[config.mk]
export PLATFORM = sky130hd
export DESIGN_NAME = soch_front
export DESIGN_NICKNAME = d
export VERILOG_FILES = /design/src/rtl/soch_pkg.sv /design/src/rtl/soch_front.sv
export SDC_FILE = /design/constraint.sdc
export NUM_CORES = 1
export LEC_CHECK = 0
export ABC_AREA = 1
export ABC_CLOCK_PERIOD_IN_PS = 5100
export BUFFER_PORTS_ARGS = -buffer_cell sky130_fd_sc_hd__buf_2
export CAP_MARGIN = 10
export CORE_MARGIN = 2
export CORE_UTILIZATION = 30
export DETAILED_ROUTE_END_ITERATION = 16
export PLACE_DENSITY = 0.59
export SLEW_MARGIN = 20
export SYNTH_ARGS = -nofsm -noshare
export SYNTH_HDL_FRONTEND = slang
export SYNTH_SLANG_ARGS = --single-unit
[constraint.sdc]
create_clock -name clk -period 5.1 [get_ports clk]
set_clock_uncertainty 0.15 [all_clocks]
set_input_delay 0.255 -clock clk [delete_from_list [all_inputs] [get_ports clk]]
set_output_delay 0.255 -clock clk [all_outputs]
set_load 0.005 [all_outputs]
[src/rtl/soch_pkg.sv]
// ---------------------------------------------------------------------------
// soch_pkg: shared types and constants for the socket owner hash cache
// Field widths, operation codes and the work item passed from the front
// end to the probe engine.
// ---------------------------------------------------------------------------
`default_nettype none

package soch_pkg;

  localparam int KIND_W = 2;
  localparam int KEY_W  = 64;
  localparam int VAL_W  = 22;
  localparam int HASH_W = 8;
  localparam int HASH_N = 1 << HASH_W;

  // Input operation codes
  localparam logic [KIND_W-1:0] KIND_LOOKUP = 2'd0;
  localparam logic [KIND_W-1:0] KIND_INSERT = 2'd1;
  localparam logic [KIND_W-1:0] KIND_CLEAR  = 2'd2;

  // Operation class after decode (zero-key lookup or insert and unused kind become NOP)
  typedef enum logic [1:0] {
    OPC_NOP    = 2'd0,
    OPC_LOOKUP = 2'd1,
    OPC_INSERT = 2'd2,
    OPC_CLEAR  = 2'd3
  } op_cls_t;

  typedef struct packed {
    op_cls_t             op;
    logic [KEY_W-1:0]    key;
    logic [VAL_W-1:0]    value;
    logic [HASH_W-1:0]   hash;
  } work_item_t;

endpackage

`default_nettype wire

[src/rtl/soch_front.sv]
// ---------------------------------------------------------------------------
// soch_front: input decode and work queue
// Accepts input beats, classifies the operation, folds the low 32 key bits into
// its 8-bit hash and holds up to two work items for the probe engine.
// ---------------------------------------------------------------------------
`default_nettype none

module soch_front (
  input  wire logic                        clk,
  input  wire logic                        rst_n,
  input  wire logic                        in_valid,
  output logic                             in_stall,
  input  wire logic [soch_pkg::KIND_W-1:0] in_kind,
  input  wire logic [soch_pkg::KEY_W-1:0]  in_key,
  input  wire logic [soch_pkg::VAL_W-1:0]  in_value,
  input  wire logic                        init_busy,
  output logic                             q_valid,
  output soch_pkg::work_item_t             q_item,
  input  wire logic                        q_pop
);
  import soch_pkg::*;

  localparam int QDEPTH = 2;

  work_item_t   fifo_r [QDEPTH];
  logic         wr_ptr_r, wr_ptr_nxt;
  logic         rd_ptr_r, rd_ptr_nxt;
  logic [1:0]   count_r, count_nxt;
  work_item_t   item;
  logic         push;
  logic         pop;
  logic         key_zero;

  // Classify the incoming beat
  always_comb begin
    key_zero   = (in_key == '0);
    item.key   = in_key;
    item.value = in_value;
    item.hash  = in_key[7:0] ^ in_key[15:8] ^ in_key[23:16] ^ in_key[31:24];
    case (in_kind)
      KIND_LOOKUP: item.op = key_zero ? OPC_NOP : OPC_LOOKUP;
      KIND_INSERT: item.op = key_zero ? OPC_NOP : OPC_INSERT;
      KIND_CLEAR:  item.op = OPC_CLEAR;
      default:     item.op = OPC_NOP;
    endcase
  end

  // Queue control
  assign in_stall = (count_r == 2'(QDEPTH)) || init_busy;
  assign push     = in_valid && !in_stall;
  assign q_valid  = (count_r != '0);
  assign pop      = q_pop && q_valid;
  assign q_item   = fifo_r[rd_ptr_r];

  always_comb begin
    wr_ptr_nxt = push ? ~wr_ptr_r : wr_ptr_r;
    rd_ptr_nxt = pop  ? ~rd_ptr_r : rd_ptr_r;
    count_nxt  = count_r + 2'(push) - 2'(pop);
  end

  always_ff @(posedge clk) begin
    if (!rst_n) begin
      wr_ptr_r <= 1'b0;
      rd_ptr_r <= 1'b0;
      count_r  <= '0;
    end else begin
      wr_ptr_r <= wr_ptr_nxt;
      rd_ptr_r <= rd_ptr_nxt;
      count_r  <= count_nxt;
    end
  end

  // Queue storage
  always_ff @(posedge clk) begin
    if (push) begin
      fifo_r[wr_ptr_r] <= item;
    end
  end

endmodule

`default_nettype wire

After elaboration in Yosys (flattened, before gate mapping)
Memories as Yosys holds them, arrays and structs flattened. A register that Yosys moved wholly into a read port is not among the register bits.
Cells that the tools add are included.
- add/subtract/negate cells: 2
- equal/unequal tests: 3
- multiplexer cells: 7
- bitwise gates (word level): 5
- reduce and logical (&&, ||, !) cells: 7
- operators by type and width (kind ; number):
    $logic_not 64->1 ; 1
    $xor 8x8->8 ; 3
    $pmux 2 s3 ; 1
    $mux 1 ; 5
    $eq 2x2->1 const B ; 2
    $add 2x1->2 ; 1
    $eq 2x1->1 const B ; 1
    $logic_and 1x1->1 ; 2
    $logic_not 2->1 ; 1
    $mux 2 ; 1
    $not 1->1 ; 2
    $reduce_bool 2->1 ; 1
    $sub 2x1->2 ; 1
    $logic_not 1->1 ; 1
    $logic_or 1x1->1 ; 1
- register bits after elaboration: 4
- bits in writable memories: 192
- output and inout port bits: 98
- logic and storage cells: 28
- memories kept: 1
- memories (name ; words ; width ; rd ports ; clocked after Yosys merged registers in ; write ports ; RTL line ; RTL):
    fifo_r ; 2 ; 96 ; 1 ; 1 ; 1 ; soch_front.sv:25 ; work_item_t fifo_r [QDEPTH];

Logic depth before layout (Yosys ltp)
Gate-level depths: netlist of run 1.
- depth in word-level cells: 6
- mapped depth: 10
- mapped depth without buffers: 10

Worst setup path after synthesis of run 1
Ideal clock, no wire load.
- path type: reg2reg
- from: register count_r[0]
- to: memory fifo_r[0][0] (netlist name), enable pin
- library setup time: 552 ps
- data arrival time: 4578 ps
- setup slack: -180 ps
- stages on the path, launching flop included: 5
- path buffers: 0
- clock period less this slack: 5280 ps
- cell sequence: dfxtp_1 inv_1 nand2_1 nand3_1 nor2_1
- cells in the longest elaborated chain, start to end: 6
- ends and longest elaborated chain (what ; RTL line ; RTL):
    from (decl) ; soch_front.sv:28 ; logic [1:0] count_r, count_nxt;
    from (signal assigned) ; soch_front.sv:69 ; count_r <= count_nxt;
    $eq 2x2->1 ; soch_front.sv:49 ; assign in_stall = (count_r == 2'(QDEPTH)) || init_busy;
    $logic_or 1x1->1 ; soch_front.sv:49 ;
    $logic_not 1->1 ; soch_front.sv:50 ; assign push = in_valid && !in_stall;
    $logic_and 1x1->1 ; soch_front.sv:50 ;
    $mux 1 ; soch_front.sv:75 ; if (push) begin
    $mux 1 (not written as such) ; soch_front.sv:76 ; fifo_r[wr_ptr_r] <= item;
    to (decl) ; soch_front.sv:25 ;
No other way between the ends.

==> impl_metrics.env, run 1 <==
export IMPL_globalRouteMet3Util_pct=3.35
export IMPL_cts_root_buf="clkbuf_16"
export IMPL_post_cts_buffers=0
export IMPL_ys_seq_area_share_pct=74.9
export IMPL_cts_buffer_depth=2
export IMPL_die_x_um=166
export IMPL_use_met2_pct=18.6
export IMPL_n_antenna_cell=0
export IMPL_start_util_pct=30.3
export IMPL_worst_path_stages=3
export IMPL_rsz0062_at_grt="no"
export IMPL_placed_cells=944
export IMPL_dp_slack_ns=2.36
export IMPL_grt_max_degree=54
export IMPL_hold_viol=0
export IMPL_drt_pre_antenna_iters=4
export IMPL_first_global_vias=4434
export IMPL_fin_nets=812
export IMPL_syn_cell_area_um2=7830
export IMPL_cp_end_kind="output pin"
export IMPL_grt_overflow_total=0
export IMPL_powerDensity_nw_per_um2=410
export IMPL_cp_top_family="flip-flops"
export IMPL_gp_congestion=0.687
export IMPL_drcViolationCount=0
export IMPL_cts_tree="built"
export IMPL_cp_arrival_ns=2.19
export IMPL_htreeDepth=4
export IMPL_die_y_um=166
export IMPL_antenna_left=0
export IMPL_tightest_slew_ns=0.754
export IMPL_clock_fmax_ghz=0.385
export IMPL_drt_initial_drc_count=214
export IMPL_post_synth_num_cell_types=17
export IMPL_crit_chain="buf_4 > mux2_4 > buf_2"
export IMPL_synthCells=424
export IMPL_synth_avg_cell_area_um2=18.5
export IMPL_period_share_pct=50.9
export IMPL_rows=59
export IMPL_peakVddDrop_v=0.000227
export IMPL_n_fill_cell=2364
export IMPL_antenna_found_initial=1
export IMPL_crit_slowest_cell="dfxtp_4"
export IMPL_worstReg2RegStart="count_r[0]"
export IMPL_crit_buf_inv=2
export IMPL_setup_viol=0
export IMPL_vias_per_cell=4.21
export IMPL_grt_pass1_wl_um=24100
export IMPL_reg2reg_depth=5
export IMPL_path_clk_slew_ns=0.07
export IMPL_dpl_hpwl_um=10800
export IMPL_relSlewSlack_pct=49.7
export IMPL_finalCriticalPeriod_ns=2.60
export IMPL_vias=4487
export IMPL_mostFrequentLayoutCell="edfxtp_1"
export IMPL_critPathKind="reg -> out"
export IMPL_wl_per_cell_um=15.4
export IMPL_io_buffers=190
export IMPL_r2r_end="fifo_r[0][77]"
export IMPL_slew_violations=0
export IMPL_hold_class="in -> reg"
export IMPL_grt_busiest_layer="met2"
export IMPL_cts_buffers=17
export IMPL_clock_latency_ns=0.42
export IMPL_fp_coreArea_um2=25800
export IMPL_ys_ff_latch=197
export IMPL_stdcell_count=1065
export IMPL_leakage_nw=4.03
export IMPL_wirelength_um=16400
export IMPL_p_total_mw=4.40
export IMPL_worstPathRequired_ns=4.70
export IMPL_drive_gt1_share_pct=44.7
export IMPL_area_growth_pct=37.0
export IMPL_syn_nets=519
export IMPL_ios=191
export IMPL_grt_use_met1_pct=16.0
export IMPL_yosysWarnings=0
export IMPL_endpoint="q_item[59]"
export IMPL_critPathLaunchType="flip-flop"
export IMPL_final_cell_mix="edfxtp_1, buf_2, dlygate4sd3_1"
export IMPL_clock_sink_count=197
export IMPL_max_cap_violations=0
export IMPL_cp_slowest_stage_delay_ns=0.76
export IMPL_dieArea_um2=27400
export IMPL_track_usage_pct=11.8
export IMPL_ff2ff_setup_slack_ns=2.85
export IMPL_fin_ws_ns=2.50
export IMPL_critPathMaxFanout=39
export IMPL_status="complete, no violations"
==> area by class of cell <==
| cell class | count | area (um^2) | share of cell area (%) |
|---|---|---|---|
| clock buffers | 19 | 433 | 4.03 |
| clock inverters | 13 | 243 | 2.26 |
| inverters | 8 | 30.0 | 0.280 |
| multi-input cells | 208 | 1820 | 17.0 |
| flip-flops and latches | 197 | 5870 | 54.7 |
| well taps | 335 | 419 | 3.91 |
| repair buffers | 285 | 1920 | 17.9 |
==> how the worst min path moves through the flow <==
stage                     from       endpoint  slack [ns]  cells past startpoint
floorplan                rst_n     count_r[0]        0.20                      2
global placement      rd_ptr_r      flip-flop        0.28                      1
detailed placement    rd_ptr_r      flip-flop        0.28                      1
CTS                 in_kind[1]  fifo_r[0][95]        0.01                      3
global route        in_kind[1]  fifo_r[1][94]        0.06                      3
finish              in_kind[1]  fifo_r[0][95]        0.05                      3
==> tightest hold or removal path, stage by stage <==
cell and delay, ns:
buf_2 0.10, nand2_1 0.07, nand2_1 0.08
==> synthesized netlist by cell type, drive strengths merged <==
cell	number	area, um^2
o21ai	3	15.0
mux2	96	1230
nor2	46	173
buf	11	131
xnor2	17	149
a21oi	4	20.0
nand3	1	5.00
nand2	31	116
edfxtp	192	5770
ha	2	25.0
dfxtp	5	100
inv	8	30.0
xor2	8	70.1
==> cells by family after synthesis <==
group / count (synthesis) / synth area share [%]
and+or+nand+nor: 78 / 3.75
buffers and inverters: 19 / 2.06
DFF: 197 / 74.9
adders and majority gates: 2 / 0.319
xor gates and xnor gates: 25 / 2.80
muxes: 96 / 15.7
AOI/OAI and AO/OA: 7 / 0.447
==> per-layer routing <==
| layer | up-vias | wire (um) |
|---|---|---|
| met4 | 2 | 102 |
| li1 | 2164 | - |
| met3 | 9 | 801 |
| met2 | 131 | 7720 |
| met1 | 2181 | 7750 |
| met5 | - | 13 |
==> state kept, by name (all words and copies together), names as in the netlist, named ones only <==
register  count
count_r       2
wr_ptr_r      1
fifo_r      192
rd_ptr_r      1
==> repair_timing <==
action / 4_1_cts / 5_1_grt
hold buffers: 88 / 0
resized for setup: 0 / 0
hold endpoints to repair: 177 / 0
==> power breakdown <==
group,total [mW],internal (mW),leakage [nW],switching (mW)
logic,0.879,0.494,1.91,0.384
registers,2.00,1.93,1.80,0.0709
clock network,1.53,0.933,0.325,0.593
==> per-stage QoR <==
stage	util, %	instance area, um^2	hold slack (ns)	TNS (ns)
CTS	41.4	10700	0.0145	0
floorplan	-	7830	0.198	-34.47
global placement	35.3	9130	0.279	0
global route	41.5	10700	0.0586	0
detailed placement	35.4	9150	0.281	0
finish	41.5	10700	0.0495	0
Power figures use the tool's default switching activity.
==> run 2, diff against run 1 <==
Settings changed: ABC_CLOCK_PERIOD_IN_PS 5100 to 2300.
Clock period 5.1 ns to 2.3 ns, I/O delays scaled along.
==> impl_metrics.env, run 2 (synthesis gave the netlist of run 1 again) <==
export IMPL_first_global_vias=4474
export IMPL_rsz0062_at_grt="no"
export IMPL_final_cell_mix="edfxtp_1, buf_2, dlygate4sd3_1"
export IMPL_cts_root_buf="clkbuf_16"
export IMPL_fin_nets=817
export IMPL_stdcell_count=1070
export IMPL_drive_gt1_share_pct=45.0
export IMPL_grt_max_degree=51
export IMPL_whs_ns=0.202
export IMPL_leakage_nw=4.02
export IMPL_max_cap_violations=0
export IMPL_post_cts_buffers=0
export IMPL_rows=59
export IMPL_path_clk_slew_ns=0.07
export IMPL_mostFrequentLayoutCell="edfxtp_1"
export IMPL_clock_latency_ns=0.43
export IMPL_htreeDepth=4
export IMPL_antenna_found_initial=0
export IMPL_p_total_mw=9.40
export IMPL_n_antenna_cell=0
export IMPL_powerDensity_nw_per_um2=875
export IMPL_dp_slack_ns=0.596
export IMPL_cts_buffer_depth=2
export IMPL_drcViolationCount=0
export IMPL_ios=191
export IMPL_finalCriticalPeriod_ns=2.14
export IMPL_critPathKind="in -> reg"
export IMPL_cp_end_kind="flip-flop"
export IMPL_dpl_hpwl_um=10300
export IMPL_reg_top3="fifo_r: 192 flops, count_r: 2 flops"
export IMPL_grt_overflow_total=0
export IMPL_drt_initial_drc_count=253
export IMPL_cp_arrival_ns=2.16
export IMPL_largest_reg_flops=192
export IMPL_setup_viol=0
export IMPL_cts_resized=0
export IMPL_slew_violations=0
export IMPL_cts_hold_buf=94
export IMPL_clock_fmax_ghz=0.468
export IMPL_io_buffers=190
export IMPL_area_growth_pct=37.3
export IMPL_critPathMaxFanout=4
export IMPL_hold_viol=0
export IMPL_vias_per_cell=4.17
export IMPL_critPathLaunchType="primary input"
export IMPL_fin_ws_ns=0.163
export IMPL_cts_buffers=17
export IMPL_cp_common_cell="nand2_1"
export IMPL_tightest_slew_ns=0.389
export IMPL_period_share_pct=92.9
export IMPL_fin_area_um2=10800
export IMPL_status="complete, no violations"
export IMPL_vias=4463
export IMPL_grt_pass1_wl_um=24000
export IMPL_antenna_left=0
export IMPL_worstPathRequired_ns=2.32
export IMPL_hold_class="in -> reg"
export IMPL_relSlewSlack_pct=74.1
export IMPL_cts_tree="built"
export IMPL_dpl_cell_area_um2=9230
export IMPL_placed_cells=944
export IMPL_die_x_um=166
export IMPL_gp_congestion=0.713
export IMPL_dieArea_um2=27400
export IMPL_crit_slowest_cell="dlygate4sd3_1"
export IMPL_drt_pre_antenna_iters=4
export IMPL_clock_sink_count=197
export IMPL_cp_slowest_stage_delay_ns=0.56
export IMPL_fin_setup_tns_ns=0
export IMPL_fp_coreArea_um2=25800
export IMPL_start_util_pct=30.3
export IMPL_track_usage_pct=11.7
export IMPL_wirelength_um=16100
export IMPL_crit_chain="dlygate4sd3_1 > buf_2 > nor2_1 > nand2_1 > nor2_1 > nand2_1 > nor2_1 > nand2_1 > nand2_1 > nand2_1 > dlygate4sd3_1"
export IMPL_fin_util_pct=41.6
export IMPL_die_y_um=166
export IMPL_top_register="fifo_r"
export IMPL_peakVddDrop_v=0.000522
export IMPL_wl_per_cell_um=15.0
## run 2: changes by cell type in the layout (fill, tap and decap cells not counted), sizes merged
cell,before,now
inv,13,16
buf,197,196
clkinv,1,5
clkbuf,19,17
bufinv,6,1
dlygate4sd3,88,94
## run 2: worst paths after layout
| path | cells past startpoint | to | slack [ns] | from |
|---|---|---|---|---|
| max | 11 | fifo_r[0][94] | 0.16 | in_key[1] |
| min | 6 | count_r[1] | 0.20 | init_busy |
| max reg2reg | 9 | count_r[1] | 0.59 | count_r[0] |
| min reg2reg | 1 | rd_ptr_r | 0.33 | rd_ptr_r |
## run 2: final cells by class
cell class,instances,area (um^2)
fill,2397,15100
sequential,197,5870
timing repair buffer,290,2010
multi-input combinational,208,1830
clock buffer,17,425
tap,335,419
clock inverter,15,163
inverter,8,30.0
## run 2: worst max-delay path, delay by kind of cell
| kind | cells | cell delay, ns |
|---|---|---|
| buf+inv | 3 | 1.24 |
| simple gates | 8 | 0.81 |
## run 2: routing by layer
metal	track usage [%]	vias to the layer above	routed length [um]
li1	-	2170	-
met1	15.4	2151	7160
met2	18.9	129	7800
met3	3.32	13	928
met4	3.76	0	176
met5	0	-	0
## run 2: report_power, final
part	switching [mW]	internal (mW)	total [mW]	leakage, nW
Combinational	0.944	1.13	2.07	1.93
Clock	1.44	1.55	2.98	0.288
Sequential	0.0713	4.27	4.35	1.80
Total	2.45	6.95	9.40	4.02
==> run 3, diff against run 2 <==
Settings changed: PLACE_DENSITY 0.59 to not set, PLACE_DENSITY_LB_ADDON set to 0.25.
==> impl_metrics.env, run 3 (synthesis gave the netlist of run 1 again) <==
export IMPL_status="complete, no violations"
export IMPL_track_usage_pct=11.7
export IMPL_path_clk_slew_ns=0.07
export IMPL_critPathKind="in -> reg"
export IMPL_cts_root_buf="clkbuf_16"
export IMPL_hold_viol=0
export IMPL_reg_top3="fifo_r: 192 flops, count_r: 2 flops"
export IMPL_n_antenna_cell=0
export IMPL_p_seq_share_pct=46.5
export IMPL_powerDensity_nw_per_um2=878
export IMPL_cp_arrival_ns=2.14
export IMPL_wl_per_cell_um=15.4
export IMPL_dieArea_um2=27400
export IMPL_io_buffers=190
export IMPL_p_total_mw=9.45
export IMPL_fp_coreArea_um2=25800
export IMPL_comb_power_share_pct=21.5
export IMPL_placed_cells=944
export IMPL_wirelength_um=16500
export IMPL_peakVddDrop_v=0.000636
export IMPL_cp_common_cell="nand2_1"
export IMPL_die_x_um=166
export IMPL_max_cap_violations=0
export IMPL_fin_nets=817
export IMPL_start_util_pct=30.3
export IMPL_area_growth_pct=37.5
export IMPL_finalCriticalPeriod_ns=2.13
export IMPL_ios=191
export IMPL_gp_congestion=0.760
export IMPL_period_share_pct=92.5
export IMPL_drt_pre_antenna_iters=6
export IMPL_rsz0062_at_grt="no"
export IMPL_fin_ws_ns=0.172
export IMPL_p_switching_mw=2.40
export IMPL_clkPwrFrac_pct=32.0
export IMPL_post_cts_buffers=0
export IMPL_fin_setup_tns_ns=0
export IMPL_clock_latency_ns=0.42
export IMPL_hold_class="in -> reg"
export IMPL_min_from="init_busy"
export IMPL_crit_buf_inv=3
export IMPL_vias=4568
export IMPL_mostFrequentLayoutCell="edfxtp_1"
export IMPL_antenna_found_initial=0
export IMPL_rows=59
export IMPL_dp_slack_ns=0.553
export IMPL_tightest_slew_ns=0.547
export IMPL_setup_viol=0
export IMPL_cts_buffer_depth=2
export IMPL_stdcell_count=1070
export IMPL_grt_overflow_total=0
export IMPL_crit_start="in_key[1]"
export IMPL_slew_violations=0
export IMPL_relSlewSlack_pct=63.5
export IMPL_worstPathRequired_ns=2.31
export IMPL_worstReg2RegStart="count_r[0]"
export IMPL_whs_ns=0.0434
export IMPL_clock_sink_count=197
export IMPL_dpl_hpwl_um=11200
export IMPL_cp_top_family="buffers and inverters"
export IMPL_htreeDepth=4
export IMPL_internal_power_mw=7.06
export IMPL_grt_max_degree=59
export IMPL_top_register="fifo_r"
export IMPL_die_y_um=166
export IMPL_cp_end_kind="flip-flop"
export IMPL_cts_buffers=17
export IMPL_netSwitchingFraction_pct=25.3
export IMPL_leakage_nw=4.03
export IMPL_vias_per_cell=4.27
export IMPL_first_global_vias=4715
export IMPL_critPathMaxFanout=4
export IMPL_drcViolationCount=0
export IMPL_cp_slowest_stage_delay_ns=0.57
export IMPL_cts_tree="built"
export IMPL_clock_fmax_ghz=0.470
export IMPL_crit_chain="dlygate4sd3_1 > buf_2 > nor2_1 > nand2_1 > nor2_1 > nand2_1 > nor2_2 > nand2_1 > nand2_1 > nand2_1 > dlygate4sd3_1"
export IMPL_grt_pass1_wl_um=24100
export IMPL_drive_gt1_share_pct=45.2
export IMPL_crit_slowest_cell="dlygate4sd3_1"
export IMPL_final_cell_mix="edfxtp_1, buf_2, dlygate4sd3_1"
export IMPL_antenna_left=0
export IMPL_largest_reg_flops=192
export IMPL_critPathLaunchType="primary input"
export IMPL_drt_initial_drc_count=219
run 3: changes by cell type in the layout (fill, tap and decap cells not counted), sizes merged:
cell	change
inv	-2
bufinv	+1
clkinv	+1
run 3: worst reg2reg max path: stages, from the launching register on:
cell     delay (ns)
dfxtp_2        0.34
inv_2          0.05
nand2_2        0.08
nand3_4        0.12
nor2_4         0.13
buf_4          0.47
run 3: metal layers:
layer	GRT usage, %	share of wire [%]
met1	14.7	45
met2	20.1	49
met3	3.17	5.9
met4	2.86	0.63
met5	0	0
run 3: path summary, 6_finish.rpt:
check | end | slack [ns] | depth (start not counted)
worst max-delay path | fifo_r[1][95] | 0.17 | 11
worst min-delay path | wr_ptr_r | 0.04 | 5
worst max register to register | fifo_r[1][47] | 0.56 | 5
worst min register to register | flip-flop | 0.32 | 1
run 3: through the flow:
stage / util [%] / instance area [um^2]
finish: 41.7 / 10800
CTS: 41.7 / 10800
global route: 41.7 / 10800
global placement: 35.7 / 9210
floorplan: - / 7860
detailed placement: 35.7 / 9210
run 3: power by group through the flow:
stage | logic, mW | clock network (mW) | registers [mW]
6_report | 2.03 | 3.03 | 4.40
3_5_place_dp | 1.94 | 0 | 4.48
5_1_grt | 2.22 | 3.27 | 4.42
4_1_cts | 2.07 | 3.14 | 4.40
3_3_place_gp | 1.91 | 0 | 4.47
2_1_floorplan | 1.28 | 0 | 4.42
run 3: what timing repair did:
action	CTS	global route
gates resized for setup	0	1
hold buffers	94	0
setup endpoints to repair	0	2
endpoints found under the hold margin	181	0
run 3: area by class of cell:
class | instances | area (um^2)
fillers | 2393 | 15100
flip-flops and latches | 197 | 5870
repair buffers | 290 | 2000
multi-input cells | 208 | 1840
clock buffers | 17 | 425
well taps | 335 | 419
clock inverters | 15 | 188
inverters | 8 | 30.0
